File: src/rtl/core/lpcz_pkg.sv
// Shared types, constants and helper functions of the lidar collision zone classifier.
// Used by the config block, the zone test and the top level.
// No dependencies.
package lpcz_pkg;

  // Number of speed bands, and the index width that follows from it
  localparam int SPEED_BANDS = 4;
  localparam int BAND_W      = $clog2(SPEED_BANDS);

  // Field widths
  localparam int COORD_W = 18;   // signed zone bounds and coordinates, doubled y included
  localparam int RSQ_W   = 27;   // squared radius
  localparam int SPD_W   = 32;   // squared speed
  localparam int DIST_W  = 33;   // dx^2 + y^2
  localparam int CFG_W   = 64;   // config write data
  localparam int CFG_IDX_W = 3;

  // Squared band limits (300, 1000 and 2000 mm/s)
  localparam logic [SPD_W-1:0] BAND_LIMIT_SQ [3] = '{32'd90000, 32'd1000000, 32'd4000000};

  // Input modes
  typedef enum logic [1:0] {
    MODE_SPEED = 2'd0,
    MODE_POINT = 2'd1,
    MODE_EMPTY = 2'd2
  } mode_e;

  // Result codes
  typedef enum logic [1:0] {
    FLAG_CLEAR   = 2'd0,
    FLAG_CAUTION = 2'd1,
    FLAG_DANGER  = 2'd2
  } flag_e;

  // Config register indexes
  typedef enum logic [CFG_IDX_W-1:0] {
    CFG_REAR_OFFSET  = 3'd0,
    CFG_VEH_LENGTH   = 3'd1,
    CFG_VEH_WIDTH    = 3'd2,
    CFG_CAU_FRONT    = 3'd3,
    CFG_CAU_SIDE     = 3'd4,
    CFG_CAU_REAR     = 3'd5,
    CFG_CAU_RADIUS   = 3'd6,
    CFG_DANGER_TABLE = 3'd7
  } cfg_idx_e;

  // Config reset values
  localparam logic signed [12:0] RST_REAR_OFFSET = -13'sd100;
  localparam logic        [12:0] RST_VEH_LENGTH  = 13'd1100;
  localparam logic        [11:0] RST_VEH_WIDTH   = 12'd700;
  localparam logic signed [13:0] RST_CAU_FRONT   = 14'sd2000;
  localparam logic signed [12:0] RST_CAU_SIDE    = 13'sd500;
  localparam logic signed [12:0] RST_CAU_REAR    = -13'sd1000;
  localparam logic        [12:0] RST_CAU_RADIUS  = 13'd800;
  localparam logic    [CFG_W-1:0] RST_DANGER_TABLE = 64'h5096_4678_3C3C_320A;

  // Precomputed zone bounds; half2 is twice the half-width
  typedef struct packed {
    logic signed [COORD_W-1:0] rear;
    logic signed [COORD_W-1:0] front;
    logic signed [COORD_W-1:0] half2;
    logic        [RSQ_W-1:0]   rad_sq;
  } zone_t;

  // Caution zone from the raw registers
  function automatic zone_t caution_zone(
    input logic signed [12:0] offset,
    input logic        [12:0] length,
    input logic        [11:0] width,
    input logic signed [13:0] fext,
    input logic signed [12:0] sext,
    input logic signed [12:0] rext,
    input logic        [12:0] rad
  );
    zone_t z;
    logic signed [COORD_W-1:0] off_e, len_e, wid_e, fext_e, sext_e, rext_e;
    logic [25:0] rsq;
    off_e  = COORD_W'(offset);
    len_e  = signed'(COORD_W'(length));
    wid_e  = signed'(COORD_W'(width));
    fext_e = COORD_W'(fext);
    sext_e = COORD_W'(sext);
    rext_e = COORD_W'(rext);
    rsq    = 26'(rad) * 26'(rad);
    z.rear   = off_e - rext_e;
    z.front  = off_e + len_e + fext_e;
    z.half2  = wid_e + (sext_e <<< 1);
    z.rad_sq = RSQ_W'(rsq);
    return z;
  endfunction

  // Danger zone for one 16-bit table entry: low byte front cm, high byte radius cm
  function automatic zone_t danger_zone(
    input logic signed [12:0] offset,
    input logic        [12:0] length,
    input logic        [11:0] width,
    input logic        [15:0] entry
  );
    zone_t z;
    logic signed [COORD_W-1:0] off_e, len_e, fr_e;
    logic [11:0] fr_mm, rad_mm;
    logic [23:0] rsq;
    fr_mm  = {1'b0, entry[7:0], 3'b0} + {3'b0, entry[7:0], 1'b0};
    rad_mm = {1'b0, entry[15:8], 3'b0} + {3'b0, entry[15:8], 1'b0};
    off_e  = COORD_W'(offset);
    len_e  = signed'(COORD_W'(length));
    fr_e   = signed'(COORD_W'(fr_mm));
    rsq    = 24'(rad_mm) * 24'(rad_mm);
    z.rear   = off_e;
    z.front  = off_e + len_e + fr_e;
    z.half2  = signed'(COORD_W'(width));
    z.rad_sq = RSQ_W'(rsq);
    return z;
  endfunction

  // Speed band: first limit whose square exceeds s2, else the top band
  function automatic logic [BAND_W-1:0] band_of(input logic [SPD_W-1:0] s2);
    logic [BAND_W-1:0] b;
    logic found;
    b     = BAND_W'(SPEED_BANDS - 1);
    found = 1'b0;
    for (int i = 0; i < SPEED_BANDS - 1; i++) begin
      if (!found && s2 < BAND_LIMIT_SQ[i]) begin
        b     = BAND_W'(i);
        found = 1'b1;
      end
    end
    return b;
  endfunction

endpackage

File: src/rtl/core/lpcz_if.sv
// Valid/ready channel interfaces for point items in and result items out.
// Depends on nothing; field widths are those of the item fields.
interface lpcz_in_if;
  logic               valid;
  logic               ready;
  logic [1:0]         mode;
  logic signed [15:0] speed_x;
  logic signed [15:0] speed_y;
  logic signed [15:0] point_x;
  logic signed [15:0] point_y;
  logic               last_point;

  modport source (output valid, mode, speed_x, speed_y, point_x, point_y, last_point,
                  input ready);
  modport sink   (input valid, mode, speed_x, speed_y, point_x, point_y, last_point,
                  output ready);
endinterface

interface lpcz_out_if;
  logic       valid;
  logic       ready;
  logic [1:0] collision_flag;

  modport source (output valid, collision_flag, input ready);
  modport sink   (input valid, collision_flag, output ready);
endinterface

File: src/rtl/core/lpcz_cfg.sv
// Config registers and the zone bounds precomputed from them.
// Depends on lpcz_pkg.
module lpcz_cfg (
  input  logic                                   clk_i,
  input  logic                                   rst_ni,
  input  logic                                   cfg_we_i,
  input  logic [lpcz_pkg::CFG_IDX_W-1:0]         cfg_idx_i,
  input  logic [lpcz_pkg::CFG_W-1:0]             cfg_wdata_i,
  output lpcz_pkg::zone_t                        caution_zone_o,
  output lpcz_pkg::zone_t [lpcz_pkg::SPEED_BANDS-1:0] danger_zones_o
);
  import lpcz_pkg::*;

  logic signed [12:0] offset_q, offset_d;
  logic        [12:0] length_q, length_d;
  logic        [11:0] width_q, width_d;
  logic signed [13:0] cfront_q, cfront_d;
  logic signed [12:0] cside_q, cside_d;
  logic signed [12:0] crear_q, crear_d;
  logic        [12:0] crad_q, crad_d;
  logic [CFG_W-1:0]   table_q, table_d;

  zone_t                     caution_q, caution_d;
  zone_t [SPEED_BANDS-1:0]   danger_q, danger_d;

  // Register write decode
  always_comb begin
    offset_d = offset_q;
    length_d = length_q;
    width_d  = width_q;
    cfront_d = cfront_q;
    cside_d  = cside_q;
    crear_d  = crear_q;
    crad_d   = crad_q;
    table_d  = table_q;
    if (cfg_we_i) begin
      unique case (cfg_idx_e'(cfg_idx_i))
        CFG_REAR_OFFSET:  offset_d = signed'(cfg_wdata_i[12:0]);
        CFG_VEH_LENGTH:   length_d = cfg_wdata_i[12:0];
        CFG_VEH_WIDTH:    width_d  = cfg_wdata_i[11:0];
        CFG_CAU_FRONT:    cfront_d = signed'(cfg_wdata_i[13:0]);
        CFG_CAU_SIDE:     cside_d  = signed'(cfg_wdata_i[12:0]);
        CFG_CAU_REAR:     crear_d  = signed'(cfg_wdata_i[12:0]);
        CFG_CAU_RADIUS:   crad_d   = cfg_wdata_i[12:0];
        CFG_DANGER_TABLE: table_d  = cfg_wdata_i;
        default: ;
      endcase
    end
  end

  // Bounds follow the new register values in the same write beat
  always_comb begin
    caution_d = caution_zone(offset_d, length_d, width_d, cfront_d, cside_d, crear_d, crad_d);
    for (int b = 0; b < SPEED_BANDS; b++) begin
      danger_d[b] = danger_zone(offset_d, length_d, width_d, table_d[16*b +: 16]);
    end
  end

  always_ff @(posedge clk_i or negedge rst_ni) begin
    if (!rst_ni) begin
      offset_q  <= RST_REAR_OFFSET;
      length_q  <= RST_VEH_LENGTH;
      width_q   <= RST_VEH_WIDTH;
      cfront_q  <= RST_CAU_FRONT;
      cside_q   <= RST_CAU_SIDE;
      crear_q   <= RST_CAU_REAR;
      crad_q    <= RST_CAU_RADIUS;
      table_q   <= RST_DANGER_TABLE;
      caution_q <= caution_zone(RST_REAR_OFFSET, RST_VEH_LENGTH, RST_VEH_WIDTH,
                                RST_CAU_FRONT, RST_CAU_SIDE, RST_CAU_REAR, RST_CAU_RADIUS);
      for (int b = 0; b < SPEED_BANDS; b++) begin
        danger_q[b] <= danger_zone(RST_REAR_OFFSET, RST_VEH_LENGTH, RST_VEH_WIDTH,
                                   RST_DANGER_TABLE[16*b +: 16]);
      end
    end else begin
      offset_q  <= offset_d;
      length_q  <= length_d;
      width_q   <= width_d;
      cfront_q  <= cfront_d;
      cside_q   <= cside_d;
      crear_q   <= crear_d;
      crad_q    <= crad_d;
      table_q   <= table_d;
      caution_q <= caution_d;
      danger_q  <= danger_d;
    end
  end

  assign caution_zone_o = caution_q;
  assign danger_zones_o = danger_q;

endmodule

File: src/rtl/core/lpcz_zone.sv
// Point-in-zone test: rectangle plus the half-disc ahead of its front.
// Depends on lpcz_pkg.
module lpcz_zone (
  input  logic signed [15:0]         x_i,
  input  logic signed [15:0]         y_i,
  input  logic [30:0]                y_sq_i,
  input  lpcz_pkg::zone_t            zone_i,
  output logic                       hit_o
);
  import lpcz_pkg::*;

  logic signed [COORD_W-1:0] x_e, y2_e, dx;
  logic                      in_rect, ahead;
  logic [31:0]               dx_sq;
  logic [DIST_W-1:0]         dist_sum;

  // Rectangle; y compared at doubled scale against twice the half-width
  always_comb begin
    x_e     = COORD_W'(x_i);
    y2_e    = COORD_W'(y_i) <<< 1;
    in_rect = (x_e >= zone_i.rear) && (x_e <= zone_i.front) &&
              (y2_e >= -zone_i.half2) && (y2_e <= zone_i.half2);
  end

  // Half-disc ahead of the front; dx fits 16 unsigned bits when ahead
  always_comb begin
    ahead    = x_e >= zone_i.front;
    dx       = x_e - zone_i.front;
    dx_sq    = 32'(dx[15:0]) * 32'(dx[15:0]);
    dist_sum = {1'b0, dx_sq} + {2'b0, y_sq_i};
  end

  assign hit_o = in_rect || (ahead && dist_sum <= DIST_W'(zone_i.rad_sq));

endmodule

File: src/rtl/core/lidar_point_collision_zone_classifier.sv
// Lidar point collision zone classifier: top level.
// Input register, then result register; one item per cycle unless a result stalls.
// A speed beat sets the band used by the very next point.
// Reset: config returns to defaults, band to lowest, cluster flags cleared, no result held.
// Depends on lpcz_pkg, lpcz_if, lpcz_cfg and lpcz_zone.
module lidar_point_collision_zone_classifier (
  input  logic                          clk_i,
  input  logic                          rst_ni,
  lpcz_in_if.sink                       pt_in,
  lpcz_out_if.source                    res_out,
  input  logic                          cfg_we_i,
  input  logic [lpcz_pkg::CFG_IDX_W-1:0] cfg_idx_i,
  input  logic [lpcz_pkg::CFG_W-1:0]    cfg_wdata_i
);
  import lpcz_pkg::*;

  typedef struct packed {
    logic [1:0]         mode;
    logic signed [15:0] speed_x;
    logic signed [15:0] speed_y;
    logic signed [15:0] point_x;
    logic signed [15:0] point_y;
    logic               last_point;
  } item_t;

  zone_t                   caution_zone;
  zone_t [SPEED_BANDS-1:0] danger_zones;

  logic        in_vld_q;
  item_t       in_q;
  logic        in_take;

  logic [BAND_W-1:0] band_q, band_d;
  logic        seen_danger_q, seen_danger_d;
  logic        seen_caution_q, seen_caution_d;
  logic        out_vld_q, out_vld_d;
  flag_e       flag_q, flag_d;

  mode_e       cur_mode;
  logic        gives_result, out_free, s1_fire;
  logic        is_point;
  logic signed [31:0] vx_sq, vy_sq, y_sq_s;
  logic [SPD_W-1:0]   s2;
  logic        hit_danger, hit_caution;
  logic        danger_nx, caution_nx;

  lpcz_cfg u_cfg (
    .clk_i,
    .rst_ni,
    .cfg_we_i,
    .cfg_idx_i,
    .cfg_wdata_i,
    .caution_zone_o (caution_zone),
    .danger_zones_o (danger_zones)
  );

  // Handshake: stage 1 moves on unless its result cannot enter the output register
  always_comb begin
    cur_mode     = mode_e'(in_q.mode);
    is_point     = in_vld_q && (cur_mode == MODE_POINT);
    gives_result = (cur_mode == MODE_EMPTY) || ((cur_mode == MODE_POINT) && in_q.last_point);
    out_free     = !out_vld_q || res_out.ready;
    s1_fire      = in_vld_q && (!gives_result || out_free);
  end

  assign pt_in.ready = !in_vld_q || s1_fire;
  assign in_take     = pt_in.valid && pt_in.ready;

  // Speed squares for the band decision; y square shared by both zone tests
  always_comb begin
    vx_sq  = 32'(in_q.speed_x) * 32'(in_q.speed_x);
    vy_sq  = 32'(in_q.speed_y) * 32'(in_q.speed_y);
    y_sq_s = 32'(in_q.point_y) * 32'(in_q.point_y);
    s2     = {1'b0, vx_sq[30:0]} + {1'b0, vy_sq[30:0]};
  end

  lpcz_zone u_danger (
    .x_i    (in_q.point_x),
    .y_i    (in_q.point_y),
    .y_sq_i (y_sq_s[30:0]),
    .zone_i (danger_zones[band_q]),
    .hit_o  (hit_danger)
  );

  lpcz_zone u_caution (
    .x_i    (in_q.point_x),
    .y_i    (in_q.point_y),
    .y_sq_i (y_sq_s[30:0]),
    .zone_i (caution_zone),
    .hit_o  (hit_caution)
  );

  // Cluster flags: once danger is seen, later points change nothing
  always_comb begin
    danger_nx  = seen_danger_q || hit_danger;
    caution_nx = seen_caution_q || (!seen_danger_q && !hit_danger && hit_caution);
  end

  // Next state and result
  always_comb begin
    band_d         = band_q;
    seen_danger_d  = seen_danger_q;
    seen_caution_d = seen_caution_q;
    flag_d         = flag_q;
    out_vld_d      = out_vld_q && !res_out.ready;
    if (s1_fire) begin
      case (cur_mode)
        MODE_SPEED: band_d = band_of(s2);
        MODE_POINT: begin
          if (in_q.last_point) begin
            seen_danger_d  = 1'b0;
            seen_caution_d = 1'b0;
            out_vld_d      = 1'b1;
            flag_d         = danger_nx ? FLAG_DANGER : (caution_nx ? FLAG_CAUTION : FLAG_CLEAR);
          end else begin
            seen_danger_d  = danger_nx;
            seen_caution_d = caution_nx;
          end
        end
        MODE_EMPTY: begin
          seen_danger_d  = 1'b0;
          seen_caution_d = 1'b0;
          out_vld_d      = 1'b1;
          flag_d         = FLAG_CLEAR;
        end
        default: ;
      endcase
    end
  end

  // Control registers
  always_ff @(posedge clk_i or negedge rst_ni) begin
    if (!rst_ni) begin
      in_vld_q       <= 1'b0;
      band_q         <= '0;
      seen_danger_q  <= 1'b0;
      seen_caution_q <= 1'b0;
      out_vld_q      <= 1'b0;
    end else begin
      in_vld_q       <= in_take || (in_vld_q && !s1_fire);
      band_q         <= band_d;
      seen_danger_q  <= seen_danger_d;
      seen_caution_q <= seen_caution_d;
      out_vld_q      <= out_vld_d;
    end
  end

  // Payload registers
  always_ff @(posedge clk_i) begin
    if (in_take) begin
      in_q.mode       <= pt_in.mode;
      in_q.speed_x    <= pt_in.speed_x;
      in_q.speed_y    <= pt_in.speed_y;
      in_q.point_x    <= pt_in.point_x;
      in_q.point_y    <= pt_in.point_y;
      in_q.last_point <= pt_in.last_point;
    end
    flag_q <= flag_d;
  end

  assign res_out.valid          = out_vld_q;
  assign res_out.collision_flag = flag_q;

  // An empty-cluster beat always yields a clear result next cycle
  assert property (@(posedge clk_i) disable iff (!rst_ni)
    (s1_fire && cur_mode == MODE_EMPTY) |=> (out_vld_q && flag_q == FLAG_CLEAR))
    else $error("empty cluster did not yield a clear result");

  // A stalled result is never overwritten by a new one
  assert property (@(posedge clk_i) disable iff (!rst_ni)
    (out_vld_q && !res_out.ready) |-> !(s1_fire && gives_result))
    else $error("pending result overwritten");

  // Stored band stays within the configured number of bands
  assert property (@(posedge clk_i) disable iff (!rst_ni)
    (32'(band_q) < SPEED_BANDS))
    else $error("speed band out of range");

  // A point stalled in stage 1 leaves the cluster flags alone
  assert property (@(posedge clk_i) disable iff (!rst_ni)
    (is_point && !s1_fire) |=> ($stable(seen_danger_q) && $stable(seen_caution_q)))
    else $error("cluster flags moved while point stalled");

endmodule
File: src/flat_wrapper.sv
// flat-port wrapper written by rule: the top's interface ports become plain ports
module lidar_point_collision_zone_classifier_flat import lpcz_pkg::*;
  (clk_i, rst_ni, cfg_we_i, cfg_idx_i, cfg_wdata_i, pt_in_valid, pt_in_mode, pt_in_speed_x, pt_in_speed_y, pt_in_point_x, pt_in_point_y, pt_in_last_point, pt_in_ready, res_out_valid, res_out_collision_flag, res_out_ready);
  lpcz_in_if pt_in_i ();
  lpcz_out_if res_out_i ();
  input  logic clk_i;
  input  logic rst_ni;
  input  logic cfg_we_i;
  input  logic [lpcz_pkg::CFG_IDX_W-1:0] cfg_idx_i;
  input  logic [lpcz_pkg::CFG_W-1:0] cfg_wdata_i;
  input wire logic [$bits(pt_in_i.valid)-1:0] pt_in_valid;
  input wire logic [$bits(pt_in_i.mode)-1:0] pt_in_mode;
  input wire logic [$bits(pt_in_i.speed_x)-1:0] pt_in_speed_x;
  input wire logic [$bits(pt_in_i.speed_y)-1:0] pt_in_speed_y;
  input wire logic [$bits(pt_in_i.point_x)-1:0] pt_in_point_x;
  input wire logic [$bits(pt_in_i.point_y)-1:0] pt_in_point_y;
  input wire logic [$bits(pt_in_i.last_point)-1:0] pt_in_last_point;
  output wire logic [$bits(pt_in_i.ready)-1:0] pt_in_ready;
  output wire logic [$bits(res_out_i.valid)-1:0] res_out_valid;
  output wire logic [$bits(res_out_i.collision_flag)-1:0] res_out_collision_flag;
  input wire logic [$bits(res_out_i.ready)-1:0] res_out_ready;
  assign pt_in_i.valid = pt_in_valid;
  assign pt_in_i.mode = pt_in_mode;
  assign pt_in_i.speed_x = pt_in_speed_x;
  assign pt_in_i.speed_y = pt_in_speed_y;
  assign pt_in_i.point_x = pt_in_point_x;
  assign pt_in_i.point_y = pt_in_point_y;
  assign pt_in_i.last_point = pt_in_last_point;
  assign pt_in_ready = pt_in_i.ready;
  assign res_out_valid = res_out_i.valid;
  assign res_out_collision_flag = res_out_i.collision_flag;
  assign res_out_i.ready = res_out_ready;
  lidar_point_collision_zone_classifier u_core (.clk_i(clk_i), .rst_ni(rst_ni), .pt_in(pt_in_i), .res_out(res_out_i), .cfg_we_i(cfg_we_i), .cfg_idx_i(cfg_idx_i), .cfg_wdata_i(cfg_wdata_i));
endmodule
File: config.mk
export PLATFORM = sky130hd
export DESIGN_NAME = lidar_point_collision_zone_classifier_flat
export DESIGN_NICKNAME = d
export VERILOG_FILES = /design/src/rtl/core/lpcz_pkg.sv /design/src/rtl/core/lpcz_if.sv /design/src/rtl/core/lpcz_cfg.sv /design/src/rtl/core/lpcz_zone.sv /design/src/rtl/core/lidar_point_collision_zone_classifier.sv /design/src/flat_wrapper.sv
export SDC_FILE = /design/constraint.sdc
export NUM_CORES = 2
export LEC_CHECK = 0
export BUFFER_PORTS_ARGS = -buffer_cell sky130_fd_sc_hd__clkbuf_2
export CELL_PAD_IN_SITES_DETAIL_PLACEMENT = 1
export CELL_PAD_IN_SITES_GLOBAL_PLACEMENT = 2
export CORE_UTILIZATION = 44
export CTS_BUF_LIST = sky130_fd_sc_hd__clkbuf_4 sky130_fd_sc_hd__clkbuf_8
export DETAILED_ROUTE_END_ITERATION = 16
export PLACE_DENSITY_LB_ADDON = 0.1
export SYNTH_ARGS = -nofsm -noshare
export SYNTH_HDL_FRONTEND = slang
export SYNTH_SLANG_ARGS = --single-unit
File: constraint.sdc
create_clock -name clk_i -period 14.6 [get_ports clk_i]
set_clock_uncertainty 0.05 [all_clocks]
set_input_delay 0.73 -clock clk_i [delete_from_list [all_inputs] [get_ports clk_i]]
set_output_delay 0.73 -clock clk_i [all_outputs]
set_load 0.01 [all_outputs]
# Word level (Yosys, flattened, before mapping)
# Cells that the tools add are included.
[word_totals] regBits=480 in_bits=139 elab_cells=171
[op_classes] n_addsub=23 mul=10 order_cmp=16 n_eq_ne=10 muxes=38 n_reduce_logical=41
[op_table] cell="$bmux W81 S2" n=1
[op_table] cell="$mux W13" n=10
[op_table] cell="$mux W64" n=2
[op_table] cell="$add A11 B9 Y12" n=8
[op_table] cell="$mul A12 B12 Y24" n=4
[op_table] cell="$mul A16 B16 Y31" n=3
[op_table] cell="$mux W81" n=1
[op_table] cell="$add A32 B31 Y33" n=2
[op_table] cell="$add A15 B13 Y16" n=4
[op_table] cell="$mul A16 B16 Y32" n=2
[op_table] cell="$ge A16 B18 Y1" n=2
[op_table] cell="$ge A17 B18 Y1" n=2
[op_table] cell="$le A33 B26 Y1" n=1
[op_table] cell="$le A33 B27 Y1" n=1
[op_table] cell="$add A31 B31 Y32" n=1
[op_table] cell="$lt A32 B17 Y1 const B" n=1
[op_table] cell="$lt A32 B20 Y1 const B" n=1
[op_table] cell="$lt A32 B22 Y1 const B" n=1
[op_table] cell="$sub A16 B16 Y16" n=2
[op_table] cell="$add A13 B14 Y15" n=2
[op_table] cell="$mux W14" n=2
[op_table] cell="$mul A13 B13 Y26" n=1
[op_table] cell="$mux W12" n=2
[op_table] cell="$le A16 B18 Y1" n=1
[op_table] cell="other kinds (28)" n=81

# Longest topological paths before layout
[depth] ltp_word=16 ltp_mapped=50

# Modules after synthesis
# Synthesis repeated with hierarchy kept, for this count alone.
[unflattened] cells_unflattened=9814 area_unflattened_um2=91121.1
[by_module_without_submodules] module="lpcz_cfg" instances=1 cells_each=3803 area_each_um2=36695.2 seq_area_each_um2=9273.9
[by_module_without_submodules] module="lidar_point_collision_zone_classifier" instances=1 cells_each=3261 area_each_um2=31841.8 seq_area_each_um2=2222.1
[by_module_without_submodules] module="lpcz_zone (u_core.u_danger)" instances=1 cells_each=1378 area_each_um2=11313.4 seq_area_each_um2=0.0
[by_module_without_submodules] module="lpcz_zone (u_core.u_caution)" instances=1 cells_each=1372 area_each_um2=11270.8 seq_area_each_um2=0.0

# Worst setup path before layout
# Ideal clock, no wire load.
[synth_path] path_kind="register to register" from="register u_core.in_q[5] (netlist name)" to="register u_core.flag_q[0], in the netlist u_core.res_out.collision_flag[0], data pin" setup_time_ns=0.130 arrival_ns=11.093 required_time_ns=14.420 slack_ns=3.326 path_stages_with_launch=48 path_buffers=2 period_less_slack_ns=11.274 path_cell_list="edfxtp_1 clkbuf_1 clkbuf_1 nand2_1 fa_1 inv_1 fa_1 ha_1 fa_1 inv_1 fa_1 fa_1 inv_1 ha_1 o21a_1 o21ai_0 o31ai_1 or2_2 (+12 left out) o21ai_1 a22oi_1 a31o_2 a21o_1 a21o_1 a21oi_1 o21bai_1 xor2_1 ha_1 nand4_1 or3_1 nor4_1 nand4_1 o221ai_1 nand4_1 a2111o_1 o32ai_2 o211a_1"
[synth_via] elab_chain_cells=13
[synth_rtl] element="start: declaration" line="lidar_point_collision_zone_classifier.sv:30" text="item_t in_q;"
[synth_rtl] element="$mul A16 B16 Y31" line="lidar_point_collision_zone_classifier.sv:73" text="y_sq_s = 32'(in_q.point_y) * 32'(in_q.point_y);"
[synth_rtl] element="$add A32 B31 Y33" line="lpcz_zone.sv:30" text="dist_sum = {1'b0, dx_sq} + {2'b0, y_sq_i};"
[synth_rtl] element="$le A33 B27 Y1" line="lpcz_zone.sv:33" text="assign hit_o = in_rect || (ahead && dist_sum <= DIST_W'(zone_i.rad_sq));"
[synth_rtl] element="$logic_and A1 B1 Y1" line="lpcz_zone.sv:33"
[synth_rtl] element="$logic_or A1 B1 Y1" line="lpcz_zone.sv:33"
[synth_rtl] element="$logic_not A1 Y1" line="lidar_point_collision_zone_classifier.sv:96" text="caution_nx = seen_caution_q || (!seen_danger_q && !hit_danger && hit_caution);"
[synth_rtl] element="$logic_and A1 B1 Y1 (2 in series)" line="lidar_point_collision_zone_classifier.sv:96"
[synth_rtl] element="$logic_or A1 B1 Y1" line="lidar_point_collision_zone_classifier.sv:96"
[synth_rtl] element="$mux W1" line="lidar_point_collision_zone_classifier.sv:114" text="flag_d = danger_nx ? FLAG_DANGER : (caution_nx ? FLAG_CAUTION : FLAG_CLEAR);"
[synth_rtl] element="$mux W2 *" line="lidar_point_collision_zone_classifier.sv:114"
[synth_rtl] element="$mux W2 *" line="lidar_point_collision_zone_classifier.sv:110" text="if (in_q.last_point) begin"
[synth_rtl] element="$pmux W2 S2 *" line="lidar_point_collision_zone_classifier.sv:107" text="case (cur_mode)"
[synth_rtl] element="end signal: assignment" line="lidar_point_collision_zone_classifier.sv:158" text="flag_q <= flag_d;"
[synth_rtl] element="end: declaration" line="lidar_point_collision_zone_classifier.sv:37" text="flag_e flag_q, flag_d;"
# Every way passes the cells marked *; elsewhere a longest branch is shown, timed or not. The select of a mux whose other input is x is not followed.
# A chain may end at the register's enable or synchronous reset.

# Worst setup path in the final report
[layout_path] from="register u_core.in_q[2] (netlist name)" to="register u_core.flag_q[0], in the netlist u_core.res_out.collision_flag[0], data pin"
# Same word-level chain as after synthesis.

==> metrics.md <==
| Metric | Value |
|---|---|
| Result of the run | finished, final reports clean |
| Iteration-0 DRC count of the detailed router | 2314 |
| Most common library cell in the layout ignoring fill and taps | sky130_fd_sc_hd__inv_1 |
| Most used cell, CP | sky130_fd_sc_hd__fa_1 |
| WS Path Type | flop to flop |
| Buf/Inv on CP | 7 |
| CTS resizes | 0 |
| Cell taking the most area after synthesis | sky130_fd_sc_hd__fa_1 |
| Area growth syn-to-layout | 8.00% |
| Peak-usage layer in the global routing report | met2 |
| Reg2Reg Setup Slack | 1810 ps |
| CP delay by family, top | adder cells |
| Inserted Clock Buffers | 89 |
| Total number of H-tree levels | 3 |
| Critical register-to-register path startpoint | u_core.in_q[2]$_DFFE_PP_ |
| Wire length reported by the detailed router | 247 mm |
| Number of buffers between clock root and the deepest sink | 3 |
| Distinct cells, synth | 97 |
| Critical path destination | u_core.res_out.collision_flag[0]$_SDFFCE_PP0P_ |
| Post-synthesis instance area | 0.0854 mm2 |
| Clock input transition at the sequential cells of the worst setup and hold paths | 60 ps |
| Final-stage net count | 11974 |
| Global-route total usage across every layer | 26.4% |
| Data required time of the worst path | 15160 ps |
| Share of the synthesized area in the top cell type | 34.2% |
| Maximum number of pins on one net before global-route repair | 99 |
| Critical R2R Capture | u_core.res_out.collision_flag[0]$_SDFFCE_PP0P_ |
| Max-slew violation count | 0 |
| Most frequent cells in the layout | 2366 x sky130_fd_sc_hd__inv_1, 1458 x sky130_fd_sc_hd__fa_1, 1058 x sky130_fd_sc_hd__ha_1, 665 x sky130_fd_sc_hd__nor2_1, 547 x sky130_fd_sc_hd__nand2_1 |
| Vias after detailed routing | 61431 |
| Die width | 443 um |
| Arrival @ worst endpoint | 13360 ps |
| Number of global-route vias before repair | 71159 |
| Root Buffer Master | sky130_fd_sc_hd__clkbuf_8 |
| Instance count of the mapped netlist | 9072 |
| Core area | 0.193 mm2 |
| Clock tree from TritonCTS | yes |
| Fraction of synthesis flops using an asynchronous set or reset pin | 84.3% |
| Die area | 0.196 mm2 |
| CTS Sinks | 439 |
| Post-CTS setup buffer count | 0 |
| First-pass GRT wire length | 401 mm |
| WL per Instance | 20.7 um |
| Number of placement rows | 161 |
| Final ANT Viol Nets | 0 |
| Number of setup violations in the final report | 0 |
| Share of the yosys chip area belonging to registers | 13.5% |
| Final min period | 12790 ps |
| Top flip-flop cell by instance count after synthesis | sky130_fd_sc_hd__dfrtp_1 |
| GRT Residual Overflow | 0 |
| Unrepaired setup endpoints after global routing | false |
| Global-route track usage on met3 | 2.55% |
| Leading post-synthesis cells by cell area | sky130_fd_sc_hd__fa_1 34%, sky130_fd_sc_hd__ha_1 16%, sky130_fd_sc_hd__inv_1 10% |
| Initial core utilization | 44.3% |
| TritonRoute pass-1 iters | 4 |
| Maximum cell stage delay along the critical path | 800 ps |
| Hold_buf cts | 58 |
| Routing usage on met2 | 48.0% |
| Final worst path period share | 87.6% |
| EDFF count, synth | 69 |
| First element of the critical path | u_core.in_q[2]$_DFFE_PP_ |
| Worst-Skew Late Latency | 890 ps |
| Slowest cell on the critical path | sky130_fd_sc_hd__edfxtp_1 |
| Crit Path Max Fanout | 24 |
| Final instance area | 0.0922 mm2 |
| Share of cells above drive strength 1 | 8.19% |
| Yosys reg bits | 439 |
| CP Capture Type | flop |
| Count of unresolved DRC violations after routing | 0 |
| Detailed Place HPWL | 210 mm |
| Crit path launch type | flop |
| Die Y-Extent | 443 um |
| Length in cells of the worst reg-to-reg path | 45 |
| Weighted congestion reported at the end of routability-driven placement | 0.878 |
| Total negative slack for setup checks | 0 ps |
| Fmax | 78.2 MHz |
| Placement Cell Area | 0.0896 mm2 |
| CP Depth | 45 |
| Average footprint of a synthesized cell | 9.41 um2 |
| Min-Delay Path Class | input port to flop |
| Number of buffers added on ports | 142 |
| Antenna violations before repair | 10 |
| DR vias/cell | 5.15 |
| Worst max-slew margin expressed relative to the limit | 16.7% |
| Ports | 143 |
| Worst Tran Pin Value | 1220 ps |
| Max-cap violations | 0 |
| Met1 Use GR | 32.8% |
| Total count of hold-check failures in the final report | 0 |
| Yosys warns | 0 |
## logic make-up after synthesis
logic type	count (synthesis)	share of synthesized area (%)
xor+xnor	444	4.62
mux	180	2.80
simple gates	1882	10.1
buf+inv	2541	11.2
flops	439	13.5
compound gates	1069	8.15
other cells	1	0.00439
fa+ha+maj	2516	49.7
## synth_stat cells (all sizes together), types with 13 or more instances
cell type     n
a211oi       46
edfxtp       69
mux4         36
dfstp       132
o21ai       213
a31o         13
a31oi        23
a21oi       317
and3         50
mux2i        39
clkbuf      138
nor2        665
a21o        140
buf          15
mux2        105
o211ai       17
clkinv       14
xor2        119
a21boi       26
dfrtp       238
o21bai       72
nand2b       84
and2        147
nand4        42
or3          17
nor2b        73
inv        2374
nand3        81
fa         1458
nor3         90
o21a         69
nand2       547
nor4         21
ha         1058
xnor2       323
a211o        16
a2111oi      19
or2          26
## through the flow
step                      cells  hold slack (ps)  worst slack (ps)  util (%)
after floorplan            9075              384              3330         -
after global placement    11696              414              2040      46.5
after detailed placement  11696              423              1830      46.5
after CTS                 11922             2.26              1760      47.9
after global routing      11925             35.1              1030      47.9
final                     11929             96.0              1810      47.9
## layout make-up
| class | instances | area, um2 |
|---|---|---|
| antenna | 7 | 17.5 |
| clock buffer | 139 | 1710 |
| clock inverter | 29 | 338 |
| fill | 22168 | 100000 |
| inverter | 2388 | 8960 |
| multi-input combinational | 6095 | 64400 |
| sequential | 439 | 11500 |
| tap | 2526 | 3160 |
| timing repair buffer | 306 | 2100 |
## registers in the layout, indices dropped and copies added, names as in the netlist
name / cells
u_core.u_cfg.danger_zones_o: 165
u_core.u_cfg.caution_zone_o: 69
u_core.in_q: 65
u_core.u_cfg.table_q: 64
u_core.u_cfg.cfront_q: 14
u_core.u_cfg.crad_q: 13
u_core.u_cfg.crear_q: 13
u_core.u_cfg.cside_q: 13
u_core.u_cfg.length_q: 13
u_core.band_q: 2
u_core.cur_mode: 2
u_core.res_out.collision_flag: 2
u_core.in_vld_q: 1
u_core.res_out.valid: 1
u_core.seen_caution_q: 1
u_core.seen_danger_q: 1
## how the worst min path moves through the flow
stage,from,to,slack (ps),depth (start not counted)
after floorplan,rst_ni,u_core.band_q[0]$_DFFE_PN0P_,380,0
after CTS,pt_in_point_y[0],u_core.in_q[1]$_DFFE_PP_,2,1
after detailed placement,u_core.seen_danger_q$_DFFE_PN0P_,u_core.seen_danger_q$_DFFE_PN0P_,420,2
after global routing,pt_in_point_y[0],u_core.in_q[1]$_DFFE_PP_,40,1
after global placement,u_core.seen_danger_q$_DFFE_PN0P_,u_core.seen_danger_q$_DFFE_PN0P_,410,2
final,pt_in_speed_y[4],u_core.in_q[37]$_DFFE_PP_,100,1
## layer usage
metal  part of all wire (%)  up-vias  routed length (um)
met2                     52      634              129000
met1                     42    31960              104000
li1                       -    28578                   -
met3                    2.4      255                5820
met5                  0.011        -                  27
met4                    3.2        4                7930
Power is left out: the tool's default activity adds up to more than one toggle a clock period on the data nets, which glitch-free logic cannot reach.
